===== config.mk =====
export PLATFORM = sky130hd
export DESIGN_NAME = sd_spi_command_engine
export DESIGN_NICKNAME = d
export VERILOG_FILES = /design/src/rtl/sdspi_pkg.sv /design/src/rtl/sdspi_core.sv /design/src/rtl/sd_spi_command_engine.sv
export VERILOG_INCLUDE_DIRS = /design/src /design/src/rtl
export SDC_FILE = /design/constraint.sdc
export NUM_CORES = 1
export LEC_CHECK = 0
export BUFFER_PORTS_ARGS = -buffer_cell sky130_fd_sc_hd__buf_2
export CORE_MARGIN = 8
export CORE_UTILIZATION = 61
export DETAILED_ROUTE_END_ITERATION = 12
export GPL_TIMING_DRIVEN = 0
export PLACE_DENSITY = 0.81
export SETUP_SLACK_MARGIN = 0.5
export SYNTH_ARGS = -nofsm -noshare
export SYNTH_HDL_FRONTEND = slang
export SYNTH_SLANG_ARGS = --single-unit

===== constraint.sdc =====
create_clock -name clk_i -period 5.45 [get_ports clk_i]
set_input_delay 0.8175 -clock clk_i [delete_from_list [all_inputs] [get_ports clk_i]]
set_output_delay 0.8175 -clock clk_i [all_outputs]
set_load 0.01 [all_outputs]

===== src/rtl/sd_spi_command_engine_assert.svh =====
// Assertion macros for the SD SPI command engine
`ifndef SD_SPI_COMMAND_ENGINE_ASSERT_SVH
`define SD_SPI_COMMAND_ENGINE_ASSERT_SVH
// assert a property, clocked on clk_i, disabled in reset
`define SSCE_ASSERT(label, prop, msg) \
  label: assert property (@(posedge clk_i) disable iff (!rst_ni) (prop)) else $error(msg);
// assert that a condition never holds, clocked on clk_i, disabled in reset
`define SSCE_NEVER(label, cond, msg) \
  label: assert property (@(posedge clk_i) disable iff (!rst_ni) !(cond)) else $error(msg);
`endif


===== src/rtl/sdspi_pkg.sv =====
`timescale 1ns / 1ps
// ----------------------------------------------------------------------------
// sdspi_pkg
// Types, constants and the command table of the SD SPI command engine.
// ----------------------------------------------------------------------------
package sdspi_pkg;

  localparam int unsigned BlockBytes   = 512;
  localparam int unsigned CommandSlots = 28;
  localparam logic [4:0]  AppSlot      = 5'd23;

  typedef enum logic [1:0] {
    KIND_START = 2'd0,
    KIND_XCHG  = 2'd1,
    KIND_TICK  = 2'd2,
    KIND_FLUSH = 2'd3
  } kind_e;

  typedef enum logic [1:0] {
    XF_NONE = 2'd0,
    XF_RD   = 2'd1,
    XF_WR   = 2'd2
  } xfer_e;

  typedef enum logic [1:0] {
    RS_R1  = 2'd0,
    RS_R1B = 2'd1,
    RS_R2  = 2'd2,
    RS_OCR = 2'd3
  } resp_e;

  typedef enum logic [2:0] {
    ST_OK       = 3'd0,
    ST_RESP_TO  = 3'd1,
    ST_BUSY_TO  = 3'd2,
    ST_WR_REJ   = 3'd3,
    ST_RD_TOKEN = 3'd4
  } status_e;

  typedef enum logic [4:0] {
    PH_IDLE, PH_LEAD_DESEL, PH_LEAD_SEL, PH_BUSY, PH_OPCODE, PH_ARG, PH_CRC,
    PH_R1, PH_R1B, PH_R2, PH_OCR, PH_WR_GAP, PH_WR_DATA, PH_WR_CRC,
    PH_WR_DRESP, PH_WR_GAP2, PH_WR_BUSYCHK, PH_RD_WAIT, PH_RD_DATA,
    PH_RD_CRC, PH_TAIL, PH_EXC1, PH_EXC2
  } phase_e;

  localparam logic [1:0] CfgBlockAddr   = 2'd0;
  localparam logic [1:0] CfgReadTimeout = 2'd1;
  localparam logic [1:0] CfgPollLimit   = 2'd2;

  typedef struct packed {
    logic [6:0] op;
    logic       needs_arg;
    logic [7:0] crc;
    xfer_e      xfer;
    resp_e      resp;
  } cmd_entry_t;

  // result of one step
  typedef struct packed {
    logic [7:0] mosi_byte;
    logic       exchange_valid;
    logic       cs_active;
    logic       data_request;
    logic [7:0] rdata_byte;
    logic       rdata_valid;
    logic       done_res;
    logic [7:0] response_byte;
    logic [2:0] status;
  } result_t;

  function automatic cmd_entry_t cmd_lookup(input logic [4:0] slot);
    cmd_entry_t e;
    e = '{op: 7'd0, needs_arg: 1'b1, crc: 8'hFF, xfer: XF_NONE, resp: RS_R1};
    case (slot)
      5'd0:  begin e.op = 7'd0;  e.needs_arg = 1'b0; e.crc = 8'h95; end
      5'd1:  begin e.op = 7'd1;  e.needs_arg = 1'b0; end
      5'd2:  begin e.op = 7'd9;  e.needs_arg = 1'b0; e.xfer = XF_RD; end
      5'd3:  begin e.op = 7'd10; e.needs_arg = 1'b0; e.xfer = XF_RD; end
      5'd4:  begin e.op = 7'd12; e.needs_arg = 1'b0; end
      5'd5:  begin e.op = 7'd13; e.needs_arg = 1'b0; e.resp = RS_R2; end
      5'd6:  e.op = 7'd16;
      5'd7:  begin e.op = 7'd17; e.xfer = XF_RD; end
      5'd8:  begin e.op = 7'd18; e.xfer = XF_RD; end
      5'd9:  begin e.op = 7'd24; e.xfer = XF_WR; end
      5'd10: begin e.op = 7'd25; e.xfer = XF_WR; end
      5'd11: begin e.op = 7'd27; e.needs_arg = 1'b0; end
      5'd12: begin e.op = 7'd28; e.resp = RS_R1B; end
      5'd13: begin e.op = 7'd29; e.resp = RS_R1B; end
      5'd14: e.op = 7'd30;
      5'd15: e.op = 7'd32;
      5'd16: e.op = 7'd33;
      5'd17: e.op = 7'd34;
      5'd18: e.op = 7'd35;
      5'd19: e.op = 7'd36;
      5'd20: e.op = 7'd37;
      5'd21: begin e.op = 7'd38; e.resp = RS_R1B; end
      5'd22: begin e.op = 7'd42; e.resp = RS_R1B; end
      5'd23: begin e.op = 7'd55; e.needs_arg = 1'b0; end
      5'd24: e.op = 7'h40 | 7'd41;
      5'd25: begin e.op = 7'd58; e.needs_arg = 1'b0; e.resp = RS_OCR; end
      5'd26: e.op = 7'd59;
      5'd27: begin e.op = 7'd8; e.crc = 8'h87; e.resp = RS_OCR; end
      default: begin e.op = 7'd0; e.needs_arg = 1'b0; e.crc = 8'h95; end
    endcase
    return e;
  endfunction

endpackage


===== src/rtl/sdspi_core.sv =====
`timescale 1ns / 1ps
// ----------------------------------------------------------------------------
// sdspi_core
// Sequencer state and next-step logic; one item per enabled cycle.
// ----------------------------------------------------------------------------
module sdspi_core (
  input  logic                clk_i,
  input  logic                rst_ni,
  input  logic                step_i,
  input  logic [1:0]          kind_i,
  input  logic [4:0]          cmd_slot_i,
  input  logic [31:0]         cmd_argument_i,
  input  logic [7:0]          miso_byte_i,
  input  logic [7:0]          wdata_byte_i,
  input  logic                cfg_we_i,
  input  logic [1:0]          cfg_idx_i,
  input  logic [8:0]          cfg_data_i,
  output sdspi_pkg::result_t  res_o
);

  sdspi_pkg::phase_e phase_q, phase_d;
  logic [4:0]  slot_q, slot_d;
  logic        app_q, app_d, busy_q, busy_d, flush_q, flush_d, swap_q, swap_d;
  logic [15:0] blen_q, blen_d, sblen_q, sblen_d, bcnt_q, bcnt_d;
  logic [31:0] arg_q, arg_d;
  logic [8:0]  pcnt_q, pcnt_d, plim_q;
  logic [7:0]  tick_q, tick_d, mark_q, mark_d, last_q, last_d, rto_q;
  logic [2:0]  err_q, err_d;
  logic        baddr_q;

  sdspi_pkg::cmd_entry_t ent;
  sdspi_pkg::cmd_entry_t sent;
  logic [5:0]  op6;
  logic [8:0]  pinc, plim;
  logic        pexp;
  logic [15:0] binc;
  logic [7:0]  tdiff;
  logic [1:0]  kind;

  always_comb begin
    ent   = sdspi_pkg::cmd_lookup(app_q ? sdspi_pkg::AppSlot : slot_q);
    sent  = sdspi_pkg::cmd_lookup(cmd_slot_i);
    op6   = ent.op[5:0];
    pinc  = pcnt_q + 9'd1;
    plim  = (plim_q == 9'd0) ? 9'd1 : plim_q;
    pexp  = (pinc >= plim);
    binc  = bcnt_q + 16'd1;
    tdiff = tick_q - mark_q;
    kind  = kind_i;
  end

  always_comb begin
    phase_d = phase_q; slot_d = slot_q; app_d = app_q; busy_d = busy_q;
    flush_d = flush_q; swap_d = swap_q; blen_d = blen_q; sblen_d = sblen_q;
    bcnt_d = bcnt_q; arg_d = arg_q; pcnt_d = pcnt_q; tick_d = tick_q;
    mark_d = mark_q; last_d = last_q; err_d = err_q;
    res_o = '0;
    res_o.mosi_byte = 8'hFF;

    case (sdspi_pkg::kind_e'(kind))
      sdspi_pkg::KIND_TICK: tick_d = tick_q + 8'd1;
      sdspi_pkg::KIND_START: begin
        if (phase_q == sdspi_pkg::PH_IDLE) begin
          if (cmd_slot_i >= 5'(sdspi_pkg::CommandSlots)) begin
            res_o.done_res = 1'b1; res_o.response_byte = 8'hFF;
            res_o.status = sdspi_pkg::ST_RESP_TO;
          end else begin
            slot_d = cmd_slot_i; arg_d = cmd_argument_i; flush_d = 1'b0;
            app_d = sent.op[6];
            last_d = 8'hFF;
            phase_d = sdspi_pkg::PH_LEAD_DESEL; res_o.exchange_valid = 1'b1;
          end
        end
      end
      sdspi_pkg::KIND_FLUSH: begin
        if (phase_q == sdspi_pkg::PH_IDLE) begin
          if (busy_q) begin
            busy_d = 1'b0; flush_d = 1'b1;
            phase_d = sdspi_pkg::PH_LEAD_DESEL; res_o.exchange_valid = 1'b1;
          end else res_o.done_res = 1'b1;
        end
      end
      default: begin
        if (phase_q != sdspi_pkg::PH_IDLE) begin
          res_o.exchange_valid = 1'b1;
          res_o.cs_active = 1'b1;
          phase_d = phase_q;
          case (phase_q)
            sdspi_pkg::PH_LEAD_DESEL: phase_d = sdspi_pkg::PH_LEAD_SEL;
            sdspi_pkg::PH_LEAD_SEL, sdspi_pkg::PH_BUSY: begin
              if (phase_q == sdspi_pkg::PH_LEAD_SEL && (flush_q || busy_q)) begin
                busy_d = 1'b0; pcnt_d = '0; phase_d = sdspi_pkg::PH_BUSY;
              end else if (phase_q == sdspi_pkg::PH_BUSY && miso_byte_i == 8'h00) begin
                pcnt_d = pinc;
                if (pexp) begin err_d = sdspi_pkg::ST_BUSY_TO; phase_d = sdspi_pkg::PH_EXC1; end
              end else if (phase_q == sdspi_pkg::PH_BUSY && flush_q) begin
                phase_d = sdspi_pkg::PH_TAIL; res_o.cs_active = 1'b0;
              end else begin
                // enter opcode
                if (op6 == 6'd16) blen_d = arg_q[15:0];
                else if (op6 == 6'd9 || op6 == 6'd10) begin
                  sblen_d = blen_q; blen_d = 16'd16; swap_d = 1'b1;
                end else if ((op6 == 6'd17 || op6 == 6'd18 || op6 == 6'd24 ||
                              op6 == 6'd25) && !baddr_q)
                  arg_d = arg_q << $clog2(sdspi_pkg::BlockBytes);
                bcnt_d = '0;
                res_o.mosi_byte = {2'b01, op6};
                phase_d = sdspi_pkg::PH_OPCODE;
              end
            end
            sdspi_pkg::PH_OPCODE, sdspi_pkg::PH_ARG: begin
              if (phase_q == sdspi_pkg::PH_ARG && bcnt_q >= 16'd4) begin
                res_o.mosi_byte = ent.crc; phase_d = sdspi_pkg::PH_CRC;
              end else begin
                res_o.mosi_byte = 8'h00;
                if (ent.needs_arg) begin
                  res_o.mosi_byte = arg_q[31:24]; arg_d = {arg_q[23:0], 8'h00};
                end
                bcnt_d = binc; phase_d = sdspi_pkg::PH_ARG;
              end
            end
            sdspi_pkg::PH_CRC: begin pcnt_d = '0; phase_d = sdspi_pkg::PH_R1; end
            sdspi_pkg::PH_R1: begin
              if (miso_byte_i[7]) begin
                pcnt_d = pinc;
                if (pexp) begin
                  last_d = miso_byte_i; err_d = sdspi_pkg::ST_RESP_TO;
                  phase_d = sdspi_pkg::PH_EXC1;
                end
              end else begin
                last_d = miso_byte_i;
                case (ent.resp)
                  sdspi_pkg::RS_R1B: begin pcnt_d = '0; phase_d = sdspi_pkg::PH_R1B; end
                  sdspi_pkg::RS_R2:  phase_d = sdspi_pkg::PH_R2;
                  sdspi_pkg::RS_OCR: begin bcnt_d = '0; phase_d = sdspi_pkg::PH_OCR; end
                  default: phase_d = sdspi_pkg::PH_R2;
                endcase
                if (ent.resp == sdspi_pkg::RS_R1) phase_d = sdspi_pkg::PH_IDLE;
              end
            end
            sdspi_pkg::PH_R1B: begin
              if (miso_byte_i == 8'h00) begin
                pcnt_d = pinc;
                if (pexp) begin err_d = sdspi_pkg::ST_BUSY_TO; phase_d = sdspi_pkg::PH_EXC1; end
              end else phase_d = sdspi_pkg::PH_IDLE;
            end
            sdspi_pkg::PH_R2: phase_d = sdspi_pkg::PH_IDLE;
            sdspi_pkg::PH_OCR: begin
              res_o.rdata_byte = miso_byte_i; res_o.rdata_valid = 1'b1;
              bcnt_d = binc;
              if (binc >= 16'd4) phase_d = sdspi_pkg::PH_IDLE;
            end
            sdspi_pkg::PH_WR_GAP: begin
              bcnt_d = '0; res_o.mosi_byte = 8'hFE;
              res_o.data_request = (blen_q != 16'd0);
              phase_d = sdspi_pkg::PH_WR_DATA;
            end
            sdspi_pkg::PH_WR_DATA: begin
              if (bcnt_q < blen_q) begin
                bcnt_d = binc; res_o.mosi_byte = wdata_byte_i;
                res_o.data_request = (binc < blen_q);
              end else begin bcnt_d = '0; phase_d = sdspi_pkg::PH_WR_CRC; end
            end
            sdspi_pkg::PH_WR_CRC, sdspi_pkg::PH_RD_CRC: begin
              if (bcnt_q == 16'd0) bcnt_d = 16'd1;
              else if (phase_q == sdspi_pkg::PH_WR_CRC) phase_d = sdspi_pkg::PH_WR_DRESP;
              else begin phase_d = sdspi_pkg::PH_TAIL; res_o.cs_active = 1'b0; end
            end
            sdspi_pkg::PH_WR_DRESP: begin
              if (miso_byte_i[4:0] != 5'h05) begin
                err_d = sdspi_pkg::ST_WR_REJ; phase_d = sdspi_pkg::PH_EXC1;
              end else phase_d = sdspi_pkg::PH_WR_GAP2;
            end
            sdspi_pkg::PH_WR_GAP2: phase_d = sdspi_pkg::PH_WR_BUSYCHK;
            sdspi_pkg::PH_WR_BUSYCHK: begin
              if (miso_byte_i == 8'h00) busy_d = 1'b1;
              phase_d = sdspi_pkg::PH_TAIL; res_o.cs_active = 1'b0;
            end
            sdspi_pkg::PH_RD_WAIT: begin
              if (miso_byte_i == 8'hFE) begin
                bcnt_d = '0;
                phase_d = (blen_q != 16'd0) ? sdspi_pkg::PH_RD_DATA : sdspi_pkg::PH_RD_CRC;
              end else if (miso_byte_i != 8'hFF || tdiff >= rto_q) begin
                err_d = sdspi_pkg::ST_RD_TOKEN; phase_d = sdspi_pkg::PH_EXC1;
              end
            end
            sdspi_pkg::PH_RD_DATA: begin
              res_o.rdata_byte = miso_byte_i; res_o.rdata_valid = 1'b1;
              bcnt_d = binc;
              if (binc >= blen_q) begin bcnt_d = '0; phase_d = sdspi_pkg::PH_RD_CRC; end
            end
            sdspi_pkg::PH_EXC1: begin phase_d = sdspi_pkg::PH_EXC2; res_o.cs_active = 1'b0; end
            default: phase_d = sdspi_pkg::PH_IDLE;  // tail / exc2: finish below
          endcase

          // data phase entry (marked as PH_IDLE above from response steps)
          if (phase_d == sdspi_pkg::PH_IDLE &&
              phase_q != sdspi_pkg::PH_TAIL && phase_q != sdspi_pkg::PH_EXC2) begin
            case (ent.xfer)
              sdspi_pkg::XF_WR: phase_d = sdspi_pkg::PH_WR_GAP;
              sdspi_pkg::XF_RD: begin mark_d = tick_q; phase_d = sdspi_pkg::PH_RD_WAIT; end
              default: begin phase_d = sdspi_pkg::PH_TAIL; res_o.cs_active = 1'b0; end
            endcase
          end

          if (phase_q == sdspi_pkg::PH_TAIL || phase_q == sdspi_pkg::PH_EXC2) begin
            if (swap_q) begin blen_d = sblen_q; swap_d = 1'b0; end
            res_o.cs_active = 1'b0;
            if (!flush_q && app_q) begin
              app_d = 1'b0; last_d = 8'hFF; phase_d = sdspi_pkg::PH_LEAD_DESEL;
            end else begin
              phase_d = sdspi_pkg::PH_IDLE;
              res_o.exchange_valid = 1'b0;
              res_o.done_res = 1'b1;
              res_o.response_byte = flush_q ? 8'h00 : last_q;
              res_o.status = (phase_q == sdspi_pkg::PH_TAIL) ? sdspi_pkg::ST_OK : err_q;
              flush_d = 1'b0;
            end
          end
        end
      end
    endcase
  end

  always_ff @(posedge clk_i or negedge rst_ni) begin
    if (!rst_ni) begin
      phase_q <= sdspi_pkg::PH_IDLE; slot_q <= '0; app_q <= 1'b0; busy_q <= 1'b0;
      flush_q <= 1'b0; swap_q <= 1'b0; blen_q <= 16'd512; sblen_q <= 16'd512;
      bcnt_q <= '0; arg_q <= '0; pcnt_q <= '0; tick_q <= '0; mark_q <= '0;
      last_q <= '0; err_q <= '0;
      baddr_q <= 1'b0; rto_q <= 8'd128; plim_q <= 9'd256;
    end else begin
      if (step_i) begin
        phase_q <= phase_d; slot_q <= slot_d; app_q <= app_d; busy_q <= busy_d;
        flush_q <= flush_d; swap_q <= swap_d; blen_q <= blen_d; sblen_q <= sblen_d;
        bcnt_q <= bcnt_d; arg_q <= arg_d; pcnt_q <= pcnt_d; tick_q <= tick_d;
        mark_q <= mark_d; last_q <= last_d; err_q <= err_d;
      end
      if (cfg_we_i) begin
        case (cfg_idx_i)
          sdspi_pkg::CfgBlockAddr:   baddr_q <= cfg_data_i[0];
          sdspi_pkg::CfgReadTimeout: rto_q   <= cfg_data_i[7:0];
          sdspi_pkg::CfgPollLimit:   plim_q  <= cfg_data_i;
          default: ;
        endcase
      end
    end
  end

endmodule


===== src/rtl/sd_spi_command_engine.sv =====
`timescale 1ns / 1ps
// Result: registered; it appears in the cycle after the item is accepted.
// Throughput: one item per cycle while the output is not stalled; the next-step logic sits between the
// input handshake and the result register.
// Reset: asynchronous, active low; phase idle, block length 512,
// registers 0 / 128 / 256.
// ----------------------------------------------------------------------------
// sd_spi_command_engine
// SD card SPI-mode host command sequencer, at most one byte exchange per transaction.
// ----------------------------------------------------------------------------
`include "sd_spi_command_engine_assert.svh"
module sd_spi_command_engine (
  input  logic        clk_i,
  input  logic        rst_ni,
  input  logic        in_valid_i,
  output logic        in_stall_o,
  input  logic [1:0]  kind_i,
  input  logic [4:0]  cmd_slot_i,
  input  logic [31:0] cmd_argument_i,
  input  logic [7:0]  miso_byte_i,
  input  logic [7:0]  wdata_byte_i,
  output logic        out_valid_o,
  input  logic        out_stall_i,
  output logic [7:0]  mosi_byte_o,
  output logic        exchange_valid_o,
  output logic        cs_active_o,
  output logic        data_request_o,
  output logic [7:0]  rdata_byte_o,
  output logic        rdata_valid_o,
  output logic        done_res_o,
  output logic [7:0]  response_byte_o,
  output logic [2:0]  status_o,
  input  logic        cfg_we_i,
  input  logic [1:0]  cfg_idx_i,
  input  logic [8:0]  cfg_data_i
);

  logic               accept;
  logic               ovalid_q;
  sdspi_pkg::result_t res, res_q;

  assign in_stall_o = ovalid_q && out_stall_i;
  assign accept     = in_valid_i && !in_stall_o;

  sdspi_core u_core (
    .clk_i, .rst_ni, .step_i(accept), .kind_i, .cmd_slot_i, .cmd_argument_i,
    .miso_byte_i, .wdata_byte_i, .cfg_we_i, .cfg_idx_i, .cfg_data_i, .res_o(res)
  );

  always_ff @(posedge clk_i or negedge rst_ni) begin
    if (!rst_ni) begin
      ovalid_q <= 1'b0;
    end else if (!in_stall_o) begin
      ovalid_q <= in_valid_i;
    end
  end

  always_ff @(posedge clk_i) begin
    if (accept) begin
      res_q <= res;
    end
  end

  assign out_valid_o      = ovalid_q;
  assign mosi_byte_o      = res_q.mosi_byte;
  assign exchange_valid_o = res_q.exchange_valid;
  assign cs_active_o      = res_q.cs_active;
  assign data_request_o   = res_q.data_request;
  assign rdata_byte_o     = res_q.rdata_byte;
  assign rdata_valid_o    = res_q.rdata_valid;
  assign done_res_o       = res_q.done_res;
  assign response_byte_o  = res_q.response_byte;
  assign status_o         = res_q.status;

  `SSCE_ASSERT(a_stall_only_full, in_stall_o |-> out_valid_o, "stall without result")
  `SSCE_ASSERT(a_hold, out_valid_o && out_stall_i |=> out_valid_o, "result dropped")
  `SSCE_ASSERT(a_load, accept |=> out_valid_o, "accepted item lost")
  `SSCE_NEVER(a_dreq_xchg, out_valid_o && data_request_o && !exchange_valid_o, "stray request")
  `SSCE_NEVER(a_done_xchg, out_valid_o && done_res_o && exchange_valid_o, "done with exchange")

endmodule

After elaboration in Yosys (flattened, before gate mapping)
Index checks and enable logic that the tools add are counted.
{"block": "classes", "n_mux": 160, "reduce_logical": 76, "n_lt_le_gt_ge": 8, "add_sub_neg": 4, "n_bitwise": 11, "n_eq_ne": 127}
{"cell": "$mux W32", "n": 11}
{"cell": "$mux W16", "n": 18}
{"cell": "$pmux W7 S27", "n": 1}
{"cell": "$pmux W6 S27", "n": 1}
{"cell": "$eq A5 B5 Y1 const B", "n": 31}
{"cell": "$pmux W16 S9", "n": 1}
{"cell": "$pmux W32 S2", "n": 2}
{"cell": "$mux W5", "n": 24}
{"cell": "$mux W8", "n": 15}
{"cell": "$eq A5 B4 Y1 const B", "n": 23}
{"cell": "$pmux W5 S16", "n": 1}
{"cell": "$mux W9", "n": 7}
{"cell": "$eq A5 B3 Y1 const B", "n": 12}
{"cell": "$mux W12", "n": 4}
{"cell": "$mux W1", "n": 42}
{"cell": "$pmux W9 S4", "n": 1}
{"cell": "$ge A16 B3 Y1 const B", "n": 2}
{"cell": "$lt A16 B16 Y1", "n": 2}
{"cell": "$pmux W8 S4", "n": 1}
{"cell": "$eq A5 B2 Y1 const B", "n": 6}
{"cell": "$eq A6 B5 Y1 const B", "n": 5}
{"cell": "$mux W3", "n": 10}
{"cell": "$reduce_and A7 Y1", "n": 4}
{"cell": "$reduce_or A26 Y1", "n": 1}
{"cell": "60 further kinds", "n": 161}
{"block": "word_totals", "out_inout_bits": 34, "word_cells": 414, "ff_bits": 181, "in_bits": 71}

Logic depth before layout (Yosys ltp)
Gate-level depths: netlist of run 1.
{"block": "logic_depth", "depth_word": 18, "ltp_mapped": 19, "mapped_depth_nobuf": 19}

Cells and area by module
From an unflattened synthesis of run 1, not the netlist that was laid out.
{"block": "unflattened", "cells_unflattened": 1339, "area_unflattened_um2": 11810.1}
{"mod": "sdspi_core", "instances": 1, "area_per_inst_um2": 10799.1, "cells_each": 1303, "seq_area_each_um2": 3708.6}
{"mod": "sd_spi_command_engine", "instances": 1, "area_per_inst_um2": 1011.0, "cells_each": 36, "seq_area_each_um2": 985.9}

Least setup slack after synthesis of run 1
No wires, ideal clock.
{"block": "synth_timing", "path_kind": "reg2reg", "startpoint": "register u_core.tick_q[1]", "endpoint": "register u_core.mark_q[0]", "setup_time_ns": 0.125, "n_path_buf": 0, "t_required_ns": 5.325, "stages_incl_launch_ff": 18, "arrival_time_ns": 3.948, "period_less_slack_ns": 4.073, "setup_slack_ns": 1.377, "cell_sequence": "dfrtp_1 -> ha_1 -> nor2b_1 -> o21ai_0 -> a21boi_0 -> o21a_1 -> nor2_1 -> o21bai_1 -> a21oi_1 -> xnor2_1 -> ha_1 -> a2111oi_0 -> o221ai_1 -> a21oi_1 -> nand3_2 -> nor4_4 -> nand4b_4 -> mux2_4"}
{"block": "synth_between", "elab_chain_cells": 12}
{"element": "from (decl)", "line": "sdspi_core.sv:27", "rtl": "logic [7:0] tick_q, tick_d, mark_q, mark_d, last_q, last_d, rto_q;"}
{"element": "from (signal assigned)", "line": "sdspi_core.sv:236", "rtl": "bcnt_q <= bcnt_d; arg_q <= arg_d; pcnt_q <= pcnt_d; tick_q <= tick_d;"}
{"element": "$sub A8 B8 Y8", "line": "sdspi_core.sv:48", "rtl": "tdiff = tick_q - mark_q;"}
{"element": "$ge A8 B8 Y1", "line": "sdspi_core.sv:183", "rtl": "end else if (miso_byte_i != 8'hFF || tdiff >= rto_q) begin"}
{"element": "$logic_or A1 B1 Y1", "line": "sdspi_core.sv:183"}
{"element": "$mux W5", "line": "sdspi_core.sv:183"}
{"element": "$mux W5", "line": "sdspi_core.sv:180", "rtl": "if (miso_byte_i == 8'hFE) begin"}
{"element": "$pmux W5 S16", "line": "sdspi_core.sv:88", "rtl": "case (phase_q)"}
{"element": "$mux W5", "line": "sdspi_core.sv:84", "rtl": "if (phase_q != sdspi_pkg::PH_IDLE) begin"}
{"element": "$mux W5", "line": "sdspi_core.sv:60", "rtl": "case (sdspi_pkg::kind_e'(kind))"}
{"element": "$logic_not A5 Y1", "line": "sdspi_core.sv:197", "rtl": "if (phase_d == sdspi_pkg::PH_IDLE &&"}
{"element": "$logic_and A1 B1 Y1", "line": "sdspi_core.sv:197"}
{"element": "$logic_and A1 B1 Y1", "line": "sdspi_core.sv:198", "rtl": "phase_q != sdspi_pkg::PH_TAIL && phase_q != sdspi_pkg::PH_EXC2) begin"}
{"element": "$reduce_and A5 Y1 (no source line)"}
{"element": "to (signal assigned)", "line": "sdspi_core.sv:237", "rtl": "mark_q <= mark_d; last_q <= last_d; err_q <= err_d;"}
{"element": "to (decl)", "line": "sdspi_core.sv:27"}
No other way between the ends. The select of a mux whose other input is x is not followed.
A chain may end at the register's enable or synchronous reset.

Final worst setup path of run 1
{"block": "layout_timing", "startpoint": "register u_core.tick_q[1]", "endpoint": "register u_core.mark_q[1]"}
{"block": "layout_between", "elab_chain_cells": 12}
{"element": "$sub A8 B8 Y8", "line": "sdspi_core.sv:48"}
{"element": "$ge A8 B8 Y1", "line": "sdspi_core.sv:183"}
{"element": "$logic_or A1 B1 Y1", "line": "sdspi_core.sv:183"}
{"element": "$mux W5", "line": "sdspi_core.sv:183"}
{"element": "$mux W5", "line": "sdspi_core.sv:180"}
{"element": "$pmux W5 S16", "line": "sdspi_core.sv:88"}
{"element": "$mux W5", "line": "sdspi_core.sv:84"}
{"element": "$mux W5", "line": "sdspi_core.sv:60"}
{"element": "$logic_not A5 Y1", "line": "sdspi_core.sv:197"}
{"element": "$logic_and A1 B1 Y1", "line": "sdspi_core.sv:197"}
{"element": "$logic_and A1 B1 Y1", "line": "sdspi_core.sv:198"}
{"element": "$reduce_and A5 Y1 (no source line)"}
Parallel ways exist; a longest one is shown, timed or not. The select of a mux whose other input is x is not followed.

==> results.yml, run 1 <==
worst_setup_path:
  r2r_slack_ps: 790
  cp-start-kind: "register"
  path_max_fanout: 8
  cp_cell_sequence: "ha_1 > nor2b_1 > o21ai_0 > a21boi_0 > o21a_1 > nor2_1 > o21bai_1 > a21oi_1 > xnor2_1 > ha_1 > a2111oi_1 > o221ai_1 > buf_4 > nor3_1 > a21oi_2 > a41o_2 > nand4b_4 > mux2_4"
  critPathCaptureType: "register"
  slowest_stage: "dfrtp_1"
  arrival_ps: 4980
  path_buf_inv: 1
  worst_path_dominant_cell_family: "compound AO/OA/AOI/OAI gates"
  path_class: "register to register"
  r2r_start: "u_core.tick_q[1]$_DFFE_PN0P_"
  cp_common_cell: "ha_1"
  rr_worst_depth: 18
  crit_cells: 18
  slowest_delay_ps: 460
  r2r_end: "u_core.mark_q[1]$_DFFE_PN0P_"
  crit_required_ps: 5770
timing:
  fmax_mhz: 215
  slew_viol_final: 0
  finalSetupViolations: 0
  fin_crit_ps: 4660
  slew_headroom_pct: 35.9
  worst_slack_ps: 795
  clock_skew_ps: 17.4
  tightest_slew_ps: 937
  rsz0062_at_grt: "no"
  finalCritPeriodShare_pct: 85.4
  tns_ps: 0
  hold_viol: 0
cts:
  htreeDepth: 4
  clockBufferDepth: 2
  root_buffer: "clkbuf_16"
  cts_buffers: 17
  cts_tree: "built"
  postCtsHoldBufs: 0
  insertion_delay_ps: 450
  clkTransAtPathRegs_ps: 80
  clock_sinks: 181
yosys:
  synth_flop_cell: "dfrtp_1"
  synth_edf_count: 32
  syn_nets: 1485
  avgSynthCellArea_um2: 9.01
  ys_ff_latch: 181
  seq_area_frac_synth_pct: 38.7
  synthDistinctLibCells: 80
  mappedNetlistArea_um2: 12100
  yosysWarnings: 0
  synth_cells: 1346
  async_flop_share_pct: 82.3
global_route:
  grt_first_pass_wirelength_um: 57000
  grt_overflow_total: 0
  antenna_found_initial: 0
  grt_util_all_layers_pct: 29.4
  grt_max_degree: 76
  grt_pass1_vias: 10693
outcome:
  status: "finished clean"
cells_and_area:
  drive_above_1_share_pct: 17.3
  final_common_cell: "nand2_1"
  nets: 1614
  final_cell_mix: "172 x nand2_1, 145 x dfrtp_1, 117 x buf_2, 104 x o21ai_0, 83 x nor2_1"
  diodes: 0
  syn_to_final_growth_pct: 13.0
detailed_routing:
  drtIter0Drc: 858
  drc: 0
  routed_wl_um: 35700
  firstDrtPassIters: 7
  vias: 10955
  antenna_left: 0
  via_per_inst: 6.25
  drt-wirelength-per-cell_um: 20.4
job:
  max_cap_viol_count: 0
floorplanning:
  initial_utilization_pct: 62.3
  row_count: 51
  die_y_um: 157
  core_um2: 19500
  die-area_um2: 24700
  die_w_um: 157
  pin_count: 105
power_and_ir_drop:
  intPower_w: 0.00338
  power_frac_comb_pct: 44.7
  clkPwrFrac_pct: 21.6
  pwr-share-seq_pct: 33.7
  power_density_nw_per_um2: 435
  p_sw_share_pct: 43.3
  vdd_drop_max_uv: 256
  p_switching_w: 0.00258
  p_leak_nw: 6.17
place:
  gp_congestion: 0.962
  port-buffer-count: 104
  dp_hpwl_um: 27200
  pre_cts_slack_ps: 538
worst_hold_path:
  min_path_type: "primary input to asynchronous set/reset pin"
state kept, by name, summed over array words and instances, names as in the netlist, 3 cells and up:
| signal | cells |
|---|---|
| u_core.arg_q | 32 |
| u_core.bcnt_q | 16 |
| u_core.blen_q | 16 |
| u_core.sblen_q | 16 |
| u_core.pcnt_q | 9 |
| u_core.plim_q | 9 |
| mosi_byte_o | 8 |
| rdata_byte_o | 8 |
| response_byte_o | 8 |
| u_core.last_q | 8 |
| u_core.mark_q | 8 |
| u_core.rto_q | 8 |
| u_core.tick_q | 8 |
| u_core.phase_q | 5 |
| u_core.slot_q | 5 |
| status_o | 3 |
| u_core.err_q | 3 |
cells by family after synthesis:
kind of cell | Yosys count | share of synthesized area [%]
compound gates | 319 | 17.0
flops | 181 | 38.7
mux | 98 | 9.08
fa+ha+maj | 68 | 7.07
xor+xnor | 39 | 2.82
simple gates | 492 | 20.5
buf+inv | 149 | 4.88
power by group through the flow:
stage | sequential (W) | combinational [W] | clock (W)
floorplan | 0.00191 | 0.00187 | 0
global placement | 0.00200 | 0.00249 | 0
detailed placement | 0.00202 | 0.00256 | 0
CTS | 0.00200 | 0.00258 | 0.00130
global route | 0.00205 | 0.00292 | 0.00135
finish | 0.00201 | 0.00266 | 0.00129
what timing repair did:
action | 4_1_cts | 5_1_grt
setup buffers | 2 | 2
gates resized for setup | 0 | 4
cloned | 0 | 0
pin swaps | 0 | 1
endpoints found under the setup margin | 8 | 10
per-stage QoR:
step	power [W]	hold slack [ps]	cell area [um^2]	util, %	cells
after detailed placement	0.00458	483	13000	66.9	1716
after global routing	0.00632	432	13700	70.5	1753
after floorplan	0.00378	452	12100	-	1346
after CTS	0.00588	411	13700	70.2	1750
final	0.00596	378	13700	70.5	1753
after global placement	0.00449	474	13000	66.7	1715
how the worst max path moves through the flow:
stage	startpoint	endpoint	slack, ps
after floorplan	u_core.tick_q[1]$_DFFE_PN0P_	u_core.mark_q[0]$_DFFE_PN0P_	1380
after global routing	u_core.tick_q[1]$_DFFE_PN0P_	u_core.mark_q[1]$_DFFE_PN0P_	510
after global placement	u_core.tick_q[1]$_DFFE_PN0P_	u_core.mark_q[0]$_DFFE_PN0P_	660
after CTS	u_core.tick_q[1]$_DFFE_PN0P_	u_core.mark_q[1]$_DFFE_PN0P_	620
after detailed placement	u_core.tick_q[1]$_DFFE_PN0P_	u_core.mark_q[4]$_DFFE_PN0P_	540
final	u_core.tick_q[1]$_DFFE_PN0P_	u_core.mark_q[1]$_DFFE_PN0P_	790
cells in the mapped netlist, types with 5 or more instances:
library cell / instances / area (um^2)
and3_1: 11 / 68.8
edfxtp_1: 32 / 961
or3_1: 10 / 62.6
a21oi_1: 69 / 345
nand4_1: 20 / 125
nor2b_1: 11 / 68.8
and2_1: 16 / 100
a211oi_1: 11 / 82.6
dfrtp_1: 145 / 3630
a21o_1: 13 / 97.6
o21bai_1: 9 / 67.6
buf_2: 14 / 70.1
clkbuf_1: 54 / 203
a22oi_1: 8 / 60.1
a221o_1: 13 / 130
o211ai_1: 8 / 60.1
nor4_1: 16 / 100
nor3_1: 31 / 155
ha_1: 67 / 838
mux2i_1: 26 / 260
mux2_2: 64 / 721
a2111oi_0: 6 / 52.6
inv_1: 75 / 282
o21ai_0: 104 / 521
nand2b_1: 33 / 206
mux2_4: 8 / 120
xnor2_1: 26 / 228
nand2_1: 172 / 646
nor2_1: 83 / 312
o22ai_1: 6 / 37.5
nand3b_1: 6 / 45.0
nor3b_1: 6 / 45.0
nand3_1: 42 / 210
xor2_1: 13 / 114
o41ai_1: 5 / 43.8
o31ai_1: 8 / 60.1
a31oi_1: 15 / 93.8
or4_1: 7 / 52.6
final cells by class:
cell class | count | area [um^2]
repair buffers | 110 | 612
clock inverters | 14 | 168
clock buffers | 18 | 450
flip-flops and latches | 181 | 4690
fillers | 1552 | 5750
inverters | 75 | 282
plain buffers | 74 | 310
multi-input cells | 1016 | 6860
well taps | 265 | 332
routing by layer:
layer	wire length [um]	global-route usage (%)
met1	15800	40.8
met2	15900	45.0
met3	3180	6.33
met4	873	9.52
met5	0	0
Note: power is estimated with default switching activity, not from simulation.
==> inputs of run 2 (changes only) <==
==> constraint.sdc (replaced) <==
create_clock -name clk_i -period 5.45 [get_ports clk_i]
set_input_delay 1.3625 -clock clk_i [delete_from_list [all_inputs] [get_ports clk_i]]
set_output_delay 1.3625 -clock clk_i [all_outputs]
set_load 0.01 [all_outputs]
==> results.yml, run 2 (synthesized netlist as in run 1, its figures left out) <==
outcome:
  status: "finished clean"
cts:
  cts_buffers: 17
  cts_tree: "built"
  root_buffer: "clkbuf_16"
  postCtsHoldBufs: 0
  insertion_delay_ps: 450
  clockBufferDepth: 2
  clkTransAtPathRegs_ps: 80
  clock_sinks: 181
  htreeDepth: 4
power_and_ir_drop:
  power_frac_comb_pct: 44.7
  intPower_w: 0.00338
  p_leak_nw: 6.17
  power_density_nw_per_um2: 434
  p_sw_share_pct: 43.3
  p_switching_w: 0.00258
  pwr-share-seq_pct: 33.7
  clkPwrFrac_pct: 21.6
  vdd_drop_max_uv: 254
detailed_routing:
  via_per_inst: 6.28
  firstDrtPassIters: 5
  drt-wirelength-per-cell_um: 20.4
  routed_wl_um: 35800
  drc: 0
  antenna_left: 0
  drtIter0Drc: 909
  vias: 11007
worst_setup_path:
  slowest_stage: "dfrtp_1"
  critPathCaptureType: "register"
  path_class: "register to register"
  cp_cell_sequence: "ha_1 > nor2b_1 > o21ai_0 > a21boi_0 > o21a_1 > nor2_1 > o21bai_1 > a21oi_1 > xnor2_1 > ha_1 > nand2_1 > or3_1 > o221ai_1 > buf_4 > nor3_1 > a21oi_2 > a41o_2 > nand4b_4 > mux2_4"
  arrival_ps: 4960
  cp-start-kind: "register"
  crit_required_ps: 5770
  path_max_fanout: 8
  slowest_delay_ps: 460
  cp_common_cell: "ha_1"
job:
  max_cap_viol_count: 0
cells_and_area:
  largest_reg_flops: 32
  final_cell_mix: "172 x nand2_1, 145 x dfrtp_1, 117 x buf_2, 104 x o21ai_0, 83 x nor2_1"
  nets: 1614
  design_area_um2: 13700
  syn_to_final_growth_pct: 13.0
  final_cell_count_no_fill: 1753
  final_common_cell: "nand2_1"
  drive_above_1_share_pct: 17.3
  diodes: 0
  regMostFlops: "u_core.arg_q"
global_route:
  grt_util_all_layers_pct: 29.4
  antenna_found_initial: 0
  grt_max_degree: 76
  grt_pass1_vias: 10702
  grt_overflow_total: 0
  grt_first_pass_wirelength_um: 57000
timing:
  slew_viol_final: 0
  tightest_slew_ps: 975
  fin_crit_ps: 4640
  fmax_mhz: 216
  rsz0062_at_grt: "no"
  finalCritPeriodShare_pct: 85.1
  hold_viol: 0
  timing.hold.ws_ps: 501
  slew_headroom_pct: 33.3
  clock_skew_ps: 18.2
  finalSetupViolations: 0
  tns_ps: 0
place:
  gp_congestion: 0.962
  dpl_cell_area_um2: 13000
  post-place-cells: 1716
  dp_hpwl_um: 27200
  port-buffer-count: 104
floorplanning:
  die_y_um: 157
  initial_utilization_pct: 62.3
  die-area_um2: 24700
  row_count: 51
  pin_count: 105
  die_w_um: 157
  core_um2: 19500
worst_hold_path:
  min_path_type: "register to register"
[run 2: cell counts in the layout (fill, tap and decap cells not counted)]
No cell type changed its count.
[run 2: per-layer routing]
metal	up-vias	part of all wire [%]	track usage (%)
li1	5131	-	-
met1	5286	44	40.7
met2	525	45	45.1
met3	65	9.1	6.33
met4	0	2.3	9.52
met5	-	0	0
[run 2: timing repair]
action                                 CTS  global route
buffers inserted                         2             2
pin swaps                                0             1
endpoints found under the hold margin    0             0
cloned                                   0             0
setup endpoints to repair                8            10
gates resized for setup                  0             4
[run 2: layout make-up]
cell class	count	area [um^2]
Buffer	74	310
Multi-Input combinational cell	1016	6860
Tap cell	265	332
Inverter	75	282
Clock inverter	14	168
Sequential cell	181	4690
Clock buffer	18	450
Fill cell	1552	5750
Timing Repair Buffer	110	612
[run 2: per-stage QoR]
step / setup slack, ps / utilization, % / power (W)
after detailed placement: 347 / 66.9 / 0.00458
after global placement: 333 / 66.7 / 0.00449
after global routing: 511 / 70.5 / 0.00632
after floorplan: 1380 / - / 0.00378
final: 811 / 70.5 / 0.00596
after CTS: 615 / 70.2 / 0.00588
[run 2: worst paths after layout]
check	start	end	slack [ps]	cells past startpoint
setup / recovery	u_core.tick_q[1]$_DFFE_PN0P_	u_core.mark_q[1]$_DFFE_PN0P_	810	19
hold / removal	u_core.err_q[2]$_DFFE_PN0P_	u_core.err_q[2]$_DFFE_PN0P_	500	1
setup reg to reg	u_core.tick_q[1]$_DFFE_PN0P_	u_core.mark_q[1]$_DFFE_PN0P_	810	19
hold reg to reg	u_core.err_q[2]$_DFFE_PN0P_	u_core.err_q[2]$_DFFE_PN0P_	500	1
max in group asynchronous	rst_ni	u_core.last_q[1]$_DFFE_PN0P_	3650	2
min in group asynchronous	rst_ni	u_core.arg_q[18]$_DFFE_PN0P_	930	1
[run 2: power groups by stage]
stage	Combinational [W]	Sequential [W]	Clock, W
2_1_floorplan	0.00187	0.00191	0
3_3_place_gp	0.00249	0.00200	0
3_5_place_dp	0.00256	0.00202	0
4_1_cts	0.00258	0.00200	0.00130
5_1_grt	0.00292	0.00205	0.00135
6_report	0.00266	0.00201	0.00129
[run 2: critical path: cells and delay by family, from the launching register on]
kind                     cells  cell delay (ps)
flip-flops                   1              460
AND/OR/NAND/NOR              6             1080
buffers and inverters        1              180
XOR/XNOR                     1              130
adder cells (fa/ha/maj)      2              620
AO/OA/AOI/OAI                8             1650
multiplexers                 1              380
